[src/hw/rtl/ofai_pkg.sv]
// shared codes and reset values for the alpha-investing fdr block
// no dependencies
`default_nettype none
package ofai_pkg;

    localparam logic [1:0] OP_WRITE   = 2'd0;
    localparam logic [1:0] OP_TEST    = 2'd1;
    localparam logic [1:0] OP_RESTART = 2'd2;

    localparam logic [1:0] ST_DONE = 2'd0;
    localparam logic [1:0] ST_ACK  = 2'd1;
    localparam logic [1:0] ST_FULL = 2'd2;

    localparam logic [1:0] CFG_ALPHA = 2'd0;
    localparam logic [1:0] CFG_W0    = 2'd1;

    localparam logic [31:0] ALPHA_RST = 32'd214748365;
    localparam logic [31:0] W0_RST    = 32'd107374182;

    // raw level saturates at 2^60-1
    localparam int RAW_W = 60;

endpackage
`default_nettype wire

[src/hw/rtl/ofai_div.sv]
// bit-serial restoring divide: floor(raw * 2^F / (2^F + raw)), one bit per cycle
// uses ofai_pkg for the raw width
`default_nettype none
module ofai_div #(
    parameter int FRAC_BITS = 32
) (
    input  wire logic                        i_clk,
    input  wire logic                        i_rst_n,
    input  wire logic                        i_start,
    input  wire logic [ofai_pkg::RAW_W-1:0]  i_raw,
    output logic                             o_done,
    output logic      [FRAC_BITS-1:0]        o_quot
);
    localparam int CW = $clog2(FRAC_BITS + 1);

    logic          r_busy;
    logic [CW-1:0] r_cnt;
    logic [63:0]   r_rem;
    logic [63:0]   r_den;
    logic [63:0]   n_rem2;
    logic          n_bit;

    assign n_rem2 = r_rem << 1;
    assign n_bit  = (n_rem2 >= r_den);

    always_ff @(posedge i_clk) begin
        if (!i_rst_n) begin
            r_busy <= 1'b0;
            r_cnt  <= '0;
            o_done <= 1'b0;
        end else begin
            o_done <= 1'b0;
            if (i_start) begin
                r_busy <= 1'b1;
                r_cnt  <= '0;
            end else if (r_busy) begin
                r_cnt <= r_cnt + CW'(1);
                if (r_cnt == CW'(FRAC_BITS - 1)) begin
                    r_busy <= 1'b0;
                    o_done <= 1'b1;
                end
            end
        end
    end

    always_ff @(posedge i_clk) begin
        if (i_start) begin
            r_rem  <= 64'(i_raw);
            r_den  <= (64'd1 << FRAC_BITS) + 64'(i_raw);
            o_quot <= '0;
        end else if (r_busy) begin
            r_rem  <= n_bit ? (n_rem2 - r_den) : n_rem2;
            o_quot <= {o_quot[FRAC_BITS-2:0], n_bit};
        end
    end

endmodule
`default_nettype wire

[config.mk]
export PLATFORM = sky130hd
export DESIGN_NAME = ofai_div
export DESIGN_NICKNAME = d
export VERILOG_FILES = /design/src/hw/rtl/ofai_pkg.sv /design/src/hw/rtl/ofai_div.sv
export SDC_FILE = /design/constraint.sdc
export NUM_CORES = 1
export LEC_CHECK = 0
export BUFFER_PORTS_ARGS = -buffer_cell sky130_fd_sc_hd__buf_2
export CORE_MARGIN = 5
export CORE_UTILIZATION = 35
export CTS_BUF_LIST = sky130_fd_sc_hd__clkbuf_2
export CTS_CLUSTER_DIAMETER = 30
export DETAILED_ROUTE_END_ITERATION = 10
export PLACE_DENSITY_LB_ADDON = 0.05
export SETUP_SLACK_MARGIN = 0.05
export SLEW_MARGIN = 20
export SYNTH_ARGS = -nofsm -noshare
export SYNTH_HDL_FRONTEND = slang
export SYNTH_SLANG_ARGS = --single-unit
[constraint.sdc]
create_clock -name i_clk -period 4.4 [get_ports i_clk]
set_input_delay 0.66 -clock i_clk [delete_from_list [all_inputs] [get_ports i_clk]]
set_output_delay 0.66 -clock i_clk [all_outputs]
set_load 0.005 [all_outputs]
== Yosys cells after proc, flatten, opt, wreduce, memory -nomap -nowiden ==
Index checks and enable logic that the tools add are counted.
Storage, ports and cells
  bits in registers: 164
  bits of input ports: 63
  output and inout port bits: 33
Cells by class
  add/subtract/negate cells: 3
  magnitude comparators: 1
  equal/unequal tests: 1
  mux-type cells: 7
  bitwise operators: 2
  reductions and logical operators: 3
Operators with widths (count)
  $mux 60: 2
  $ge 64x61->1: 1
  $mux 63: 1
  $sub 63x61->63: 1
  $add 33x60->61 const A: 1
  $add 6x1->6 const B: 1
  $eq 6x5->1 const B: 1
  $mux 1: 4
  $reduce_or 3->1: 1
  $not 1->1: 2
  $reduce_bool 2->1: 1
  $reduce_or 2->1: 1

== Longest topological paths before layout ==
  depth in word-level cells: 4
  gate-level depth with buffers: 16

== Worst setup path before layout ==
OpenSTA, ideal clock, no wires.
  kind: flip-flop to flip-flop
  start point: reg r_rem[0]
  end point: reg r_rem[12], data pin
  library setup time: 260 ps
  data arrival time: 2991 ps
  data required time: 4140 ps
  setup slack: 1149 ps
  cell stages (with the launch flop): 12
  path buffers: 2
  period minus slack after synthesis: 3251 ps
  cell sequence: edfxtp_1 fa_1 a21o_1 a221oi_1 nand3b_1 o221ai_1 a21bo_2 o21a_1 buf_6 buf_6 mux2_1 mux2_2
On the way
  cells in the longest elaborated chain, start to end: 4
  elaborated cells between the ends (all ways): 5
  those cells by class: add/sub: 1; order compare: 1; mux: 3
RTL lines
  start, declared: RTL line ofai_div.sv:18  | logic [63:0] r_rem;
  start signal, assigned: RTL line ofai_div.sv:48  | r_rem <= 64'(i_raw);
  start signal, assigned: RTL line ofai_div.sv:52  | r_rem <= n_bit ? (n_rem2 - r_den) : n_rem2;
  $sub 63x61->63 or $ge 64x61->1 (tied branches): RTL line ofai_div.sv:52, ofai_div.sv:24
  $mux 63 *: RTL line ofai_div.sv:52
  $mux 60 *: RTL line ofai_div.sv:51  | end else if (r_busy) begin
  $mux 60 *: RTL line ofai_div.sv:47  | if (i_start) begin
Mark *: on every way between the ends. The rest lies on a longest branch, timed or not. The select of a mux whose other input is x is not followed.
A chain may end at the register's enable or synchronous reset.

== Worst setup path in the final report ==
  start point: reg r_rem[54]
  end point: reg r_rem[16], data pin
On the way
  cells in the longest elaborated chain, start to end: 4
RTL lines
  $ge 64x61->1: RTL line ofai_div.sv:24  | assign n_bit = (n_rem2 >= r_den);
  $mux 63: RTL line ofai_div.sv:52
  $mux 60: RTL line ofai_div.sv:51
  $mux 60: RTL line ofai_div.sv:47
Every way passes these cells. The select of a mux whose other input is x is not followed.

==> run_results.csv <==
group,metric,value,unit
grt,grt.overflow.total,0,
critical_path,crit_chain,"ha_1, nand2_1, or4_4, nor4b_2, a2111oi_0, a32oi_1, o21a_4, buf_12, a21oi_1, mux2_2",
synthesis,synth_largest_area_cell,"sky130_fd_sc_hd__edfxtp_1",
critical_path,timing.critical_path.buf_inv,1,
placed_design,weighted_congestion_at_the_end_of_routability_driven_global_placement,0.7980,
power_and_ir_drop,leakagePower,5.188,nW
drt,dr_wl_met2,12990,um
power_and_ir_drop,report.power.total,0.008072,W
hold_path,timing.hold.worst_endpoint,"r_den[38]",
clock_tree,htreeDepth,4,
grt,first_global_vias,8743,
sta,post-route-min-period,3884,ps
drt,routed_vias,8697,
synthesis,ys_ff_latch,164,
clock_tree,clock-sinks,164,
critical_path,worstPathArrival,4460,ps
synthesis,yosys-top-cells-count,"sky130_fd_sc_hd__nor2_1 (139), sky130_fd_sc_hd__a21oi_1 (121), sky130_fd_sc_hd__edfxtp_1 (121)",
synthesis,synth_enable_flop_cells,121,
synthesis,ys_types,67,
clock_tree,cts-buffers-inserted,17,
hold_path,hold_path_class,"in2reg",
floorplan,overall_die_height,187.4,um
power_and_ir_drop,worst_ir_drop_vdd,286.3,uV
floorplan,fp.dieArea,0.03511,mm2
synthesis,synth_area_leaders,"sky130_fd_sc_hd__edfxtp_1 (33%), sky130_fd_sc_hd__dfxtp_1 (7.8%), sky130_fd_sc_hd__ha_1 (7.2%)",
drt,first_pass_iters,6,
floorplan,die_x,187.4,um
synthesis,synth_sequential_area_ratio,0.4081,
floorplan,design.portCount,96,
sta,final-hold-violation-count,0,
sta,final-max-slew-violation-count,0,
drt,drt-vias-per-instance,5.098,
floorplan,core_region_area,0.03131,mm2
synthesis,yosysTopAreaCellShare,0.3300,
critical_path,timing.critical_path.required,4970,ps
floorplan,initial_core_util,0.3517,
sta,setup_repair_after_global_routing_missed_its_margin,"false",
synthesis,yosysWarningCount,0,
grt,grt_antenna_before_repair,2,
drt,wire_per_inst,16.63,um
placed_design,count_of_port_buffers_added_during_placement,95,
critical_path,reg2regPathDepth,10,
synthesis,syn_area,0.01101,mm2
critical_path,maximum_cell_stage_delay_along_the_critical_path,580,ps
drt,drt_iter0_markers,520,
critical_path,crit_type,"reg2reg",
critical_path,timing.critical_path.to_type,"flop",
cells_and_area,filler_cell_count,3240,
critical_path,worstReg2RegStart,"r_rem[54]",
status,status,"finished, final reports clean",
drt,routed_length_on_met3,621,um
critical_path,highest_delay_cell_along_the_critical_path,"sky130_fd_sc_hd__or4_4",
clock_tree,clock_latency,840,ps
critical_path,r2r-end,"r_rem[16]",
clock_tree,cts_tree,"yes",
hold_path,worstHoldStart,"i_raw[38]",
critical_path,critical_path.max_fanout,56,
sta,timing.setup.tns,0,ps
flow_run,maxCapViolCount,0,
sta,finClkSkew,64.86,ps
drt,detail-route-antenna-nets,0,
drt,totalWireLength,28380,um
synthesis,async_reset_ff_frac,0,
clock_tree,clkSlewWorstSetupHoldPaths,310,ps
drt,met1_length,14480,um
grt,grt_max_degree,83,
synthesis,post_synth_inst_count,1185,
cells_and_area,layout.nets,1416,
synthesis,synth_top_flop_cell,"sky130_fd_sc_hd__edfxtp_1",
sta,setup_viol_count_final,0,
drt,drc_errors,0,
cells_and_area,share_of_post_route_cells_with_drive_strength_above_1,0.1482,
drt,top_layer,"met4",
clock_tree,clock-root-buffer,"sky130_fd_sc_hd__clkbuf_2",
power_and_ir_drop,power.density,641.9,mW/mm2
placed_design,detailedPlacementHpwl,21240,um
sta,max-slew-margin-rel,0.4528,
synthesis,syn_nets,1312,
critical_path,timing.critical_path.from_type,"flop",
critical_path,cpLargestDelayFamily,"simple AND/OR/NAND/NOR gates",
sta,min_period_over_period,0.8827,
floorplan,placement_rows,65,
synthesis,synth.avg_cell_area,9.293,um2
sta,fmax,0.2575,GHz
cells_and_area,area_growth,14.19,%
hold_path,whs_path_depth,2,
synthesis,synth.most_common_cell,"sky130_fd_sc_hd__nor2_1",
grt,first_pass_grt_wire_length,46910,um
grt,globalRouteTotalUtil,0.1617,
sta,max_slew.worst_pin.slew,820.9,ps
critical_path,ff2ff_setup_slack,520,ps
clock_tree,cts.path.max_buffers,2,
cells_and_area,final_util,0.4016,
power by group:
group          leakage [nW]  internal, W  total [W]  switching (W)
logic                  3.46      0.00191    0.00470        0.00279
registers              1.54      0.00212    0.00230       0.000185
clock network         0.187     0.000409    0.00107       0.000662
per-stage QoR:
step           cell area [um2]  setup WS, ps  cells  hold WS (ps)
6_report                 12570         516.1   1706         134.8
5_1_grt                  12570         209.4   1706        -6.131
4_1_cts                  12560         202.6   1703         1.592
3_5_place_dp             11820         266.8   1630         463.3
3_3_place_gp             11820         282.0   1630         464.8
2_1_floorplan            11010          1149   1185         431.1
layer usage:
layer	global-route usage	up-vias
li1	-	4468
met1	0.2293	4108
met2	0.2595	106
met3	0.02856	15
met4	0.03614	0
met5	0	-
repair_timing:
| action | 4_1_cts | 5_1_grt |
|---|---|---|
| buffers inserted | 0 | 0 |
| setup endpoints to repair | 0 | 4 |
| hold endpoints to repair | 47 | 1 |
| hold buffers | 41 | 1 |
| resized for setup | 0 | 1 |
registers in the layout, summed over array words and instances (netlist names):
signal / cells
r_cnt: 6
o_done: 1
r_den: 61
r_busy: 1
o_quot: 32
r_rem: 63
worst max path at each step:
stage | start | end | slack (ps) | depth (start not counted)
2_1_floorplan | r_rem[0] | r_rem[12] | 1150 | 11
3_3_place_gp | r_rem[54] | r_rem[52] | 280 | 9
3_5_place_dp | r_rem[54] | r_rem[52] | 270 | 9
4_1_cts | r_rem[54] | r_rem[37] | 200 | 10
5_1_grt | r_rem[54] | r_rem[46] | 210 | 10
6_report | r_rem[54] | r_rem[16] | 520 | 10
cell usage in the layout (no fill, tap or decap), types with 12 or more instances in the layout:
cell,instances
sky130_fd_sc_hd__nand3_1,22
sky130_fd_sc_hd__o21a_1,12
sky130_fd_sc_hd__edfxtp_1,121
sky130_fd_sc_hd__xor2_1,39
sky130_fd_sc_hd__dlygate4sd3_1,42
sky130_fd_sc_hd__buf_2,94
sky130_fd_sc_hd__nand2_1,86
sky130_fd_sc_hd__a21oi_1,121
sky130_fd_sc_hd__nor2_1,139
sky130_fd_sc_hd__ha_1,63
sky130_fd_sc_hd__mux2i_1,38
sky130_fd_sc_hd__mux2_2,46
sky130_fd_sc_hd__nand4_1,30
sky130_fd_sc_hd__inv_1,83
sky130_fd_sc_hd__clkbuf_2,17
sky130_fd_sc_hd__a21o_1,33
sky130_fd_sc_hd__xnor2_1,45
sky130_fd_sc_hd__o21ai_0,41
sky130_fd_sc_hd__nor3_1,14
sky130_fd_sc_hd__dfxtp_1,42
layout make-up:
type | instances | area [um2] | area share
Antenna cell | 2 | 5.005 | 0.0003980
Clock buffer | 17 | 85.08 | 0.006766
Clock inverter | 15 | 241.5 | 0.01920
Inverter | 83 | 311.5 | 0.02478
Multi-Input combinational cell | 880 | 5948 | 0.4730
Sequential cell | 164 | 4496 | 0.3575
Tap cell | 402 | 503.0 | 0.04000
Timing Repair Buffer | 143 | 984.7 | 0.07831
cell families after synthesis:
family                     count (synthesis)  share of synthesized area
muxes                                     85                    0.08260
DFF                                      164                     0.4081
adders and majority gates                 64                    0.07340
xor gates and xnor gates                  84                    0.06681
and+or+nand+nor                          368                     0.1590
buffers and inverters                    141                    0.05261
AOI/OAI and AO/OA                        279                     0.1575
Power figures use the tool's default switching activity.
